===== src/rtl/core/two_class_priority_queue_top_assert.svh =====
// ----------------------------------------------------------------------------
// Assertion macros for the two-class priority queue
// Concurrent checks that compile away when SYNTHESIS is defined.
// ----------------------------------------------------------------------------
`ifndef TWO_CLASS_PRIORITY_QUEUE_TOP_ASSERT_SVH
`define TWO_CLASS_PRIORITY_QUEUE_TOP_ASSERT_SVH

`ifndef SYNTHESIS
`define TCPQ_ASSERT(label, clk, rst, prop) \
   label: assert property (@(posedge clk) disable iff (rst) (prop)) \
      else $error("two_class_priority_queue: assertion failed");
`define TCPQ_ASSERT_NEXT(label, clk, rst, ante, cons) \
   label: assert property (@(posedge clk) disable iff (rst) (ante) |=> (cons)) \
      else $error("two_class_priority_queue: assertion failed");
`else
`define TCPQ_ASSERT(label, clk, rst, prop)
`define TCPQ_ASSERT_NEXT(label, clk, rst, ante, cons)
`endif

`endif


===== src/rtl/core/tcpq_pkg.sv =====
// ----------------------------------------------------------------------------
// tcpq_pkg
// Sizes, command codes and sequencer states of the two-class priority queue.
// ----------------------------------------------------------------------------
package tcpq_pkg;

   localparam int DEPTH   = 16;
   localparam int ID_BITS = 16;
   localparam int IDX_W   = $clog2(DEPTH);
   localparam int CNT_W   = $clog2(DEPTH + 1);
   localparam int ENTRY_W = ID_BITS + 1;

   typedef enum logic [1:0] {
      CMD_INSERT     = 2'd0,
      CMD_WITHDRAW   = 2'd1,
      CMD_SERVE_GEN  = 2'd2,
      CMD_SERVE_PREF = 2'd3
   } cmd_type;

   typedef enum logic [1:0] {
      ST_IDLE,
      ST_SCAN,
      ST_COMPACT,
      ST_FINISH
   } state_type;

endpackage


===== src/rtl/core/tcpq_ram.sv =====
// ----------------------------------------------------------------------------
// tcpq_ram
// Generic single-write, single-read RAM with a registered read port.
// ----------------------------------------------------------------------------
module tcpq_ram #(
   parameter int WIDTH = 8,
   parameter int DEPTH = 16
) (
   input  logic                     clock,
   input  logic                     wr_en,
   input  logic [$clog2(DEPTH)-1:0] wr_addr,
   input  logic [WIDTH-1:0]         wr_data,
   input  logic [$clog2(DEPTH)-1:0] rd_addr,
   output logic [WIDTH-1:0]         rd_data
);

   logic [WIDTH-1:0] mem [DEPTH];
   logic [WIDTH-1:0] rd_data_ff;

   always_ff @(posedge clock) begin
      if (wr_en) begin
         mem[wr_addr] <= wr_data;
      end
      rd_data_ff <= mem[rd_addr];
   end

   assign rd_data = rd_data_ff;

endmodule


===== src/rtl/core/two_class_priority_queue_top.sv =====
// ----------------------------------------------------------------------------
// two_class_priority_queue_top
// Arrival-ordered table of unique IDs with a preferential class: insert,
// withdraw, serve oldest and serve oldest preferential, one result each.
// ----------------------------------------------------------------------------
//
//   Channel  Direction  Handshake              Payload
//   req      in         req_valid / req_ready  cmd, person_id, is_preferential
//   rsp      out        rsp_valid / rsp_ready  ok, served_id, total_count,
//                                              pref_count
//
// An empty table, or an insert into a full one, skips the search; otherwise the
// table sits in one RAM with a single read port, so the ID search and the
// gap-closing shift each walk one entry per cycle.
// Reset clears the counts and the control state; the table contents are left
// as they are, since only entries below the count are ever used.
// A finished result waits in the last step until the output register is free.
//
`include "two_class_priority_queue_top_assert.svh"

module two_class_priority_queue_top (
   input  logic        clock,
   input  logic        reset,
   input  logic        req_valid,
   output logic        req_ready,
   input  logic [1:0]  req_cmd,
   input  logic [15:0] req_person_id,
   input  logic        req_is_preferential,
   output logic        rsp_valid,
   input  logic        rsp_ready,
   output logic        rsp_ok,
   output logic [15:0] rsp_served_id,
   output logic [4:0]  rsp_total_count,
   output logic [4:0]  rsp_pref_count
);

   import tcpq_pkg::*;

   state_type            state_ff, state_in;
   logic [CNT_W-1:0]     count_ff, count_in;
   logic [CNT_W-1:0]     pref_ff, pref_in;
   logic [CNT_W-1:0]     scan_ff, scan_in;
   cmd_type              cmd_ff, cmd_in;
   logic [ID_BITS-1:0]   id_ff, id_in;
   logic                 flag_ff, flag_in;
   logic                 ok_ff, ok_in;
   logic [ID_BITS-1:0]   served_ff, served_in;

   logic                 rsp_valid_ff, rsp_valid_in;
   logic                 rsp_ok_ff, rsp_ok_in;
   logic [15:0]          rsp_served_ff, rsp_served_in;
   logic [4:0]           rsp_total_ff, rsp_total_in;
   logic [4:0]           rsp_pref_ff, rsp_pref_in;

   logic                 ram_we;
   logic [IDX_W-1:0]     ram_waddr;
   logic [ENTRY_W-1:0]   ram_wdata;
   logic [IDX_W-1:0]     ram_raddr;
   logic [ENTRY_W-1:0]   ram_rdata;

   logic                 fin_fire;
   logic                 insert_done;
   logic                 accept;

   tcpq_ram #(
      .WIDTH (ENTRY_W),
      .DEPTH (DEPTH)
   ) u_table (
      .clock   (clock),
      .wr_en   (ram_we),
      .wr_addr (ram_waddr),
      .wr_data (ram_wdata),
      .rd_addr (ram_raddr),
      .rd_data (ram_rdata)
   );

   assign req_ready   = (state_ff == ST_IDLE);
   assign accept      = req_valid && req_ready;
   assign fin_fire    = (state_ff == ST_FINISH) && (!rsp_valid_ff || rsp_ready);
   assign insert_done = fin_fire && ok_ff && (cmd_ff == CMD_INSERT);

   always_comb begin
      logic [31:0]        req_id_wide;
      logic [31:0]        served_wide;
      logic [31:0]        total_wide;
      logic [31:0]        pref_wide;
      logic [CNT_W-1:0]   scan_p1;
      logic [CNT_W-1:0]   scan_p2;
      logic [ID_BITS-1:0] entry_id;
      logic               entry_pref;
      logic               match;
      logic               is_serve;

      req_id_wide = 32'(req_person_id);
      scan_p1     = scan_ff + CNT_W'(1);
      scan_p2     = scan_ff + CNT_W'(2);
      entry_id    = ram_rdata[ID_BITS-1:0];
      entry_pref  = ram_rdata[ID_BITS];
      is_serve    = cmd_ff inside {CMD_SERVE_GEN, CMD_SERVE_PREF};

      case (cmd_ff)
         CMD_INSERT:     match = (entry_id == id_ff);
         CMD_WITHDRAW:   match = (entry_id == id_ff);
         CMD_SERVE_GEN:  match = 1'b1;
         CMD_SERVE_PREF: match = entry_pref || (pref_ff == '0);
         default:        match = 1'b0;
      endcase

      state_in      = state_ff;
      count_in      = count_ff;
      pref_in       = pref_ff;
      scan_in       = scan_ff;
      cmd_in        = cmd_ff;
      id_in         = id_ff;
      flag_in       = flag_ff;
      ok_in         = ok_ff;
      served_in     = served_ff;
      rsp_valid_in  = rsp_valid_ff && !rsp_ready;
      rsp_ok_in     = rsp_ok_ff;
      rsp_served_in = rsp_served_ff;
      rsp_total_in  = rsp_total_ff;
      rsp_pref_in   = rsp_pref_ff;
      ram_we        = 1'b0;
      ram_waddr     = scan_ff[IDX_W-1:0];
      ram_wdata     = ram_rdata;
      ram_raddr     = '0;
      served_wide   = '0;
      total_wide    = '0;
      pref_wide     = '0;

      case (state_ff)
         ST_IDLE: begin
            if (accept) begin
               cmd_in    = cmd_type'(req_cmd);
               id_in     = req_id_wide[ID_BITS-1:0];
               flag_in   = req_is_preferential;
               served_in = '0;
               scan_in   = '0;
               ok_in     = 1'b0;
               if (count_ff == '0) begin
                  // Nothing to search: an insert simply succeeds.
                  ok_in    = (cmd_type'(req_cmd) == CMD_INSERT);
                  state_in = ST_FINISH;
               end else if (cmd_type'(req_cmd) == CMD_INSERT &&
                            count_ff == CNT_W'(DEPTH)) begin
                  state_in = ST_FINISH;
               end else begin
                  state_in = ST_SCAN;
               end
            end
         end
         ST_SCAN: begin
            if (match) begin
               if (cmd_ff == CMD_INSERT) begin
                  ok_in    = 1'b0;
                  state_in = ST_FINISH;
               end else begin
                  ok_in     = 1'b1;
                  flag_in   = entry_pref;
                  served_in = is_serve ? entry_id : '0;
                  ram_raddr = scan_p1[IDX_W-1:0];
                  state_in  = ST_COMPACT;
               end
            end else if (scan_p1 == count_ff) begin
               ok_in    = (cmd_ff == CMD_INSERT);
               state_in = ST_FINISH;
            end else begin
               scan_in   = scan_p1;
               ram_raddr = scan_p1[IDX_W-1:0];
            end
         end
         ST_COMPACT: begin
            // Move the entry after the gap down by one slot per cycle.
            if (scan_p1 < count_ff) begin
               ram_we    = 1'b1;
               ram_waddr = scan_ff[IDX_W-1:0];
               ram_wdata = ram_rdata;
               ram_raddr = scan_p2[IDX_W-1:0];
               scan_in   = scan_p1;
            end else begin
               state_in = ST_FINISH;
            end
         end
         ST_FINISH: begin
            if (fin_fire) begin
               if (insert_done) begin
                  ram_we    = 1'b1;
                  ram_waddr = count_ff[IDX_W-1:0];
                  ram_wdata = {flag_ff, id_ff};
                  count_in  = count_ff + CNT_W'(1);
                  pref_in   = pref_ff + CNT_W'(flag_ff);
               end else if (ok_ff) begin
                  count_in = count_ff - CNT_W'(1);
                  pref_in  = pref_ff - CNT_W'(flag_ff);
               end
               served_wide   = 32'(served_ff);
               total_wide    = 32'(count_in);
               pref_wide     = 32'(pref_in);
               rsp_valid_in  = 1'b1;
               rsp_ok_in     = ok_ff;
               rsp_served_in = served_wide[15:0];
               rsp_total_in  = total_wide[4:0];
               rsp_pref_in   = pref_wide[4:0];
               state_in      = ST_IDLE;
            end
         end
         default: begin
            state_in = ST_IDLE;
         end
      endcase
   end

   always_ff @(posedge clock) begin
      if (reset) begin
         state_ff     <= ST_IDLE;
         count_ff     <= '0;
         pref_ff      <= '0;
         rsp_valid_ff <= 1'b0;
      end else begin
         state_ff     <= state_in;
         count_ff     <= count_in;
         pref_ff      <= pref_in;
         rsp_valid_ff <= rsp_valid_in;
      end
   end

   always_ff @(posedge clock) begin
      scan_ff       <= scan_in;
      cmd_ff        <= cmd_in;
      id_ff         <= id_in;
      flag_ff       <= flag_in;
      ok_ff         <= ok_in;
      served_ff     <= served_in;
      rsp_ok_ff     <= rsp_ok_in;
      rsp_served_ff <= rsp_served_in;
      rsp_total_ff  <= rsp_total_in;
      rsp_pref_ff   <= rsp_pref_in;
   end

   assign rsp_valid       = rsp_valid_ff;
   assign rsp_ok          = rsp_ok_ff;
   assign rsp_served_id   = rsp_served_ff;
   assign rsp_total_count = rsp_total_ff;
   assign rsp_pref_count  = rsp_pref_ff;

   `TCPQ_ASSERT(a_pref_within_total, clock, reset, pref_ff <= count_ff)
   `TCPQ_ASSERT(a_count_bounded, clock, reset, count_ff <= CNT_W'(DEPTH))
   `TCPQ_ASSERT_NEXT(a_busy_after_accept, clock, reset, accept, !req_ready)
   `TCPQ_ASSERT_NEXT(a_insert_grows, clock, reset, insert_done, count_ff == $past(count_ff) + 1'b1)
   `TCPQ_ASSERT(a_served_implies_ok, clock, reset, !(rsp_valid_ff && rsp_served_ff != '0) || rsp_ok_ff)

endmodule


===== config.mk =====
export PLATFORM = sky130hd
export DESIGN_NAME = two_class_priority_queue_top
export DESIGN_NICKNAME = d
export VERILOG_FILES = /design/src/rtl/core/tcpq_pkg.sv /design/src/rtl/core/tcpq_ram.sv /design/src/rtl/core/two_class_priority_queue_top.sv
export VERILOG_INCLUDE_DIRS = /design/src /design/src/rtl/core
export SDC_FILE = /design/constraint.sdc
export NUM_CORES = 1
export LEC_CHECK = 0
export ABC_AREA = 1
export BUFFER_PORTS_ARGS = -buffer_cell sky130_fd_sc_hd__buf_4
export CAP_MARGIN = 30
export CELL_PAD_IN_SITES_DETAIL_PLACEMENT = 0
export CELL_PAD_IN_SITES_GLOBAL_PLACEMENT = 1
export CORE_AREA = 10 10 269 271
export CTS_BUF_LIST = sky130_fd_sc_hd__clkbuf_8
export CTS_CLUSTER_SIZE = 16
export DETAILED_ROUTE_END_ITERATION = 16
export DIE_AREA = 0 0 279 281
export PLACE_DENSITY_LB_ADDON = 0.1
export RECOVER_POWER = 50
export SETUP_SLACK_MARGIN = 0.2
export SYNTH_ARGS = -nofsm -noshare
export SYNTH_HDL_FRONTEND = slang
export SYNTH_SLANG_ARGS = --single-unit

===== constraint.sdc =====
create_clock -name clock -period 7.9 [get_ports clock]
set_input_delay 1.185 -clock clock [delete_from_list [all_inputs] [get_ports clock]]
set_output_delay 1.185 -clock clock [all_outputs]
set_load 0.005 [all_outputs]

======== Yosys cells after proc, flatten, opt, wreduce, memory -nomap -nowiden ========
Memory sizes are Yosys's and may differ from the RTL's. A register that Yosys moved wholly into a read port is not among the register bits.
Cells that the tools add are included.
word-level totals
  memories ................................ 1
  bits in writable memories ............... 272
  bits in latches ......................... 0
  word-level logic and storage cells ...... 118
  bits in read-only memories .............. 0
  output and inout bits ................... 29
  bits in registers ....................... 81
cells by class
  equality and inequality tests ........... 18
  bitwise operators ....................... 0
  multipliers ............................. 0
  divide/modulo/power cells ............... 0
  reduce and logical (&&, ||, !) cells .... 25
  add/subtract/negate cells ............... 6
  order comparisons ....................... 1
  muxes and demuxes ....................... 53
  shift-type cells ........................ 0
memory list
  name         depth  bits a word  read ports  clocked after Yosys merged registers in  write ports  RTL line        text
  u_table.mem  16     17           1           1                                        1            tcpq_ram.sv:17  logic [WIDTH-1:0] mem [DEPTH];
operators with widths
  cell                   number
  $mux W16               4
  $mux W17               3
  $mux W5                8
  $pmux W16 S2           1
  $mux W4                7
  $eq A16 B16 Y1         1
  $mux W1                16
  $pmux W5 S3            1
  $mux W2                7
  $ne A2 B2 Y1 const B   7
  $add A5 B1 Y5 const B  2
  $logic_not A5 Y1       2
  $eq A2 B2 Y1 const B   4
  $pmux W2 S4            1
  $pmux W4 S2            1
  $reduce_and A4 Y1      2
  $logic_and A1 B1 Y1    6
  $logic_not A2 Y1       3
  $pmux W1 S2            3
  $add A5 B1 Y5          1
  $eq A5 B5 Y1           1
  $eq A5 B5 Y1 const B   1
  $lt A5 B5 Y1           1
  $reduce_and A5 Y1      1
  14 further kinds       19

======== Logic depth before layout (Yosys ltp) ========
  depth in word-level cells ............... 10
  depth in mapped cells ................... 21

======== By module ========
A second synthesis with hierarchy kept.
unflattened totals
  cell total of the unflattened synthesis .. 1578
  area total of the unflattened synthesis .. 16113.0 µm²
modules (own cells, without submodules)
  module                        cells an instance  instances  area each (µm²)
  tcpq_ram                      1139               1          12027.8
  two_class_priority_queue_top  439                1          4085.2

======== Least setup slack after synthesis ========
Ideal clock, no wire load.
  path type ............................... input to register
  start point ............................. in rsp_ready
  end point ............................... mem u_table.mem[15][0] (netlist name) (enable)
  slack ................................... 4.087 ns
  stages on the path ...................... 11
  data arrival time ....................... 3.405 ns
  library setup time ...................... 0.409 ns
  cells stage by stage .................... inv_1 -> nand2_1 -> nand2_1 -> nor3_4 -> inv_2 -> buf_2 -> nand2_1 -> o21ai_1 -> inv_1 -> nand2_1 -> a2111oi_2
between the ends
  cells in the longest elaborated chain, start to end .. 9
  elaborated cells between the ends (all ways) .. 12
  those cells by class .................... mux: 8; reduce/logical: 4
RTL lines
  element                            RTL line                             text
  from (decl)                        two_class_priority_queue_top.sv:30   input logic rsp_ready,
  $logic_or A1 B1 Y1 *               two_class_priority_queue_top.sv:79   assign fin_fire = (state_ff == ST_FINISH) && (!rsp_valid_ff || rsp_ready);
  $logic_and A1 B1 Y1 *              two_class_priority_queue_top.sv:79
  $logic_and A1 B1 Y1 (2 in series)  two_class_priority_queue_top.sv:80   assign insert_done = fin_fire && ok_ff && (cmd_ff == CMD_INSERT);
  $mux W1                            two_class_priority_queue_top.sv:186  if (insert_done) begin
  $mux W1                            two_class_priority_queue_top.sv:185  if (fin_fire) begin
  $pmux W1 S2                        two_class_priority_queue_top.sv:131  case (state_ff)
  $mux W1                            tcpq_ram.sv:21                       if (wr_en) begin
  $mux W1 (implied by the code)      tcpq_ram.sv:22                       mem[wr_addr] <= wr_data;
  to (decl)                          tcpq_ram.sv:17
Mark *: on every way between the ends. The rest lies on a longest branch, timed or not.

======== Worst setup path after layout ========
  start point ............................. reg state_ff[0]
  end point ............................... reg u_table.rd_data_ff[1], in the netlist u_table.rd_data[1], read port of u_table.mem
between the ends
  cells in the longest elaborated chain, start to end .. 2
  elaborated cells between the ends (all ways) .. 3
  those cells by class .................... eq/ne: 2; mux: 1
RTL lines
  element                                              RTL line                             text
  from (decl)                                          two_class_priority_queue_top.sv:39   state_type state_ff, state_in;
  from (signal assigned)                               two_class_priority_queue_top.sv:220  state_ff <= state_in;
  $eq A2 B2 Y1 / $eq A2 B1 Y1 (equally long branches)  two_class_priority_queue_top.sv:131
  $pmux W4 S2 *                                        two_class_priority_queue_top.sv:131
  to (decl)                                            tcpq_ram.sv:18                       logic [WIDTH-1:0] rd_data_ff;
Marks and branches as above.
A chain may end at the register's enable or synchronous reset.

==> reports/summary.txt <==
Most frequent CP cell = nand3_1
Area fraction in compound gates after synthesis = 2.44%
Count leader, synth = edfxtp_1
Required time reported for the critical path endpoint = 8.40 ns
Fill cells = 7,073
Cells traversed along the worst timing path = inv_1 -> ha_1 -> clkbuf_1 -> buf_4 -> nand3_1 -> nand3_1 -> nand3_1 -> nand3_1 -> nand2_1
Hold Path Class = reg -> reg
Combined area of the multi-input logic cells = 4340 sq um
Sequential cell area = 10,800 sq um
Post-route fraction of the period consumed by the critical path = 68.3%
Async S/R FF share, synth = 0%
Clock transition at the register clock pins on the worst setup and hold paths after CTS = 0.06 ns
Fraction of post-synthesis cell area in the top cell type by area = 61.8%
Worst setup slack after layout = 2.50 ns
Grt total ovfl = 0
Via count of the first global-routing pass = 11,300
CTS tree = built
Crit end category = flip-flop
Via count = 11,300
Achievable Freq = 185 MHz
Internal Power = 4.19 mW
Post-synth EDFFs = 340
Fraction of layout cells with a size suffix above 1 = 11.0%
Share of power burned in combinational logic = 33.4%
Global-route usage over all layers = 13.9%
Total Nets Final = 1,679
Number of input and output port buffers inserted = 51
Non-filler instance count after layout = 2,569
Overall routed net length = 54,500 microns
Leading area contributor after synthesis = edfxtp_1
Sequential share of the synthesized area = 65.5%
Number of distinct library cell variants in the gate-level netlist after synthesis = 39
Combinational family with the most area after synthesis = simple AND/OR/NAND/NOR gates
Peak supply drop = 0.000197 V
Actual transition at the worst max-transition pin = 3.77 ns
Inst Count DP = 2,439
Critical path's top delay family = buffers and inverters
Number of sinks handled by clock tree synthesis = 370
Switching portion of total power = 39.7%
R2R cell count = 9
Half-perimeter wire length of the detailed placement result = 31,600 microns
Number of warnings reported in the yosys synthesis log = 0
Die Area = 78,400 sq um
Post-route cell area = 19,300 sq um
Cell depth of the worst min-delay path = 0
Data arrival time of the critical path = 5.90 ns
Sequential share of power = 40.2%
Total Negative Setup Slacks = 0 ns
Status = finished, violations left
Maximum fanout along the worst path = 71
Setup clock skew after layout = 0.0193 ns
Synthesized-area fraction occupied by xor and xnor cells = 0.530%
Share of total power in the clock network = 26.4%
Violations in the final reports = capacitance limit, slew limit
Total buffers and inverters traversed by the critical path = 3
Area of placed instances = 18,100 sq um
Average via count per standard cell = 4.40
Boundary pin count = 52
H-tree depth = 3
Post-synthesis cell area = 16,500 sq um
Synth Instances = 1,546
Antenna violations before repair = 1
Final Hold Violating Endpoints = 0
Pwr Density = 361 nW/um^2
Residual DRC count = 0
Type of the worst setup path = reg -> reg
Multiplexer area fraction after synthesis = 0%
Library cell used as clock root buffer = clkbuf_8
Top cells by count, synth = edfxtp_1 (340), nand3_1 (336), inv_1 (261)
Routed length per placed instance = 21.2 microns
Fraction of the mapped netlist area in simple logic gates = 21.6%
# Max-Cap Violations = 3
Switching power = 2.76 mW
Initial DRC count = 742
Static leakage power = 7.71 nW
Seq cells post-synth = 370
Synthesized netlist net count = 1,587
Die W = 279 microns
Worst path depth = 9
Max Transition Viols Final = 142
RePlAce Congestion = 0.709
Slowest Stage Delay on Critical Path = 2.67 ns
Setup repair after global routing missed its margin = no
Most used DFF post-synth = edfxtp_1
Area share of fa/ha/maj cells after synthesis = 1.36%
Clock network latency to the later pin of the worst-skew pair = 0.63 ns
Remaining max-slew budget at the tightest pin = -151%
Antenna viol nets, final = 0
Cell Rows = 95
Core Region = 66,800 sq um
Drt first pass iters = 5
Hold-fix buffer count after cts = 0
Synth Area per Inst = 10.7 sq um
Slowest cell on the critical path = clkbuf_1
Pin count of the biggest net entering global routing = 72
Top post-synthesis cells by area = edfxtp_1 (62%), nand3_1 (10%), inv_1 (5.9%)
Total setup violations reported at the end of the flow = 0
Critical Path Start Type = flip-flop
Deepest clock path buffer count = 3
Resize count post-CTS = 0
Global-route wire length before repair = 80,000 microns
Die H = 281 microns
Number of buffers created by CTS = 70
Post-layout minimum cycle time = 5.40 ns
Effective utilization at floorplan = 24.7%
Layout area overhead = 16.6%
Postcts setup bufs = 0
Worst setup timing slack at the placement stage = 2.79 ns
Post-layout utilization of the core = 28.8%
-- metrics by stage --
stage | power [mW] | hold slack, ns
finish | 6.95 | 0.417
global route | 7.44 | 0.422
CTS | 7.17 | 0.420
detailed placement | 5.29 | 0.407
global placement | 5.22 | 0.403
floorplan | 4.26 | 0.400
-- layout make-up --
type | instances | area share [%]
diodes | 1 | 0.0130
multi-input cells | 829 | 22.5
inverters | 268 | 5.24
flip-flops and latches | 370 | 56.1
clock inverters | 42 | 0.877
clock buffers | 87 | 6.22
repair buffers | 99 | 3.33
well taps | 873 | 5.67
-- flip-flops by register name, indices dropped and copies added, names as in the netlist, 16 cells and up --
register / flops
served_ff: 16
u_table.mem: 272
u_table.rd_data: 17
id_ff: 16
rsp_served_id: 16
-- layout by cell type (no fill, tap or decap), types with 2 or more instances in the layout --
cell type,synthesis,routed
buf_4,17,30
nand3_1,336,337
buf_12,0,3
nor4_1,2,2
nand4_1,3,3
inv_6,0,2
dfxtp_1,30,30
nand2_2,5,4
o21ai_0,38,38
a211oi_1,2,2
nand3b_1,86,86
clkinv_1,1,9
edfxtp_1,340,340
clkbuf_4,0,29
a21oi_4,2,3
inv_2,5,4
ha_1,18,18
inv_1,261,293
nor3_1,2,3
xor2_1,10,10
a21oi_1,15,15
clkbuf_1,25,37
nor2_1,56,42
o211ai_1,3,3
nand3_2,3,2
clkbuf_8,0,87
nor2_2,2,15
nand2_1,235,235
-- power by group through the flow --
stage	registers, mW	logic, mW	clock network, mW
finish	2.80	2.32	1.83
global route	2.82	2.62	2.00
CTS	2.79	2.47	1.91
detailed placement	2.83	2.46	0
global placement	2.84	2.39	0
floorplan	2.77	1.49	0
-- layer usage --
layer,track usage [%],wire length [microns],vias up
li1,-,-,5426
met1,19.1,26700,5596
met2,22.0,24800,208
met3,2.75,1990,65
met4,3.51,991,0
met5,0,0,-
-- logic make-up (layout without fill, tap and decap cells) --
family	after synthesis	count (layout)
fa+ha+maj	18	18
xor+xnor	10	10
other cells	0	1
compound gates	68	68
simple gates	733	733
flops	370	370
buf+inv	347	496
-- path summary, 6_finish.rpt --
path                            slack, ns    startpoint                 end
worst max-delay path                 2.50   state_ff[0]  u_table.rd_data[1]
worst min-delay path                 0.42  served_ff[7]    rsp_served_id[7]
worst max register to register       2.50   state_ff[0]  u_table.rd_data[1]
worst min register to register       0.42  served_ff[7]    rsp_served_id[7]
(Power assumes the default switching activity.)
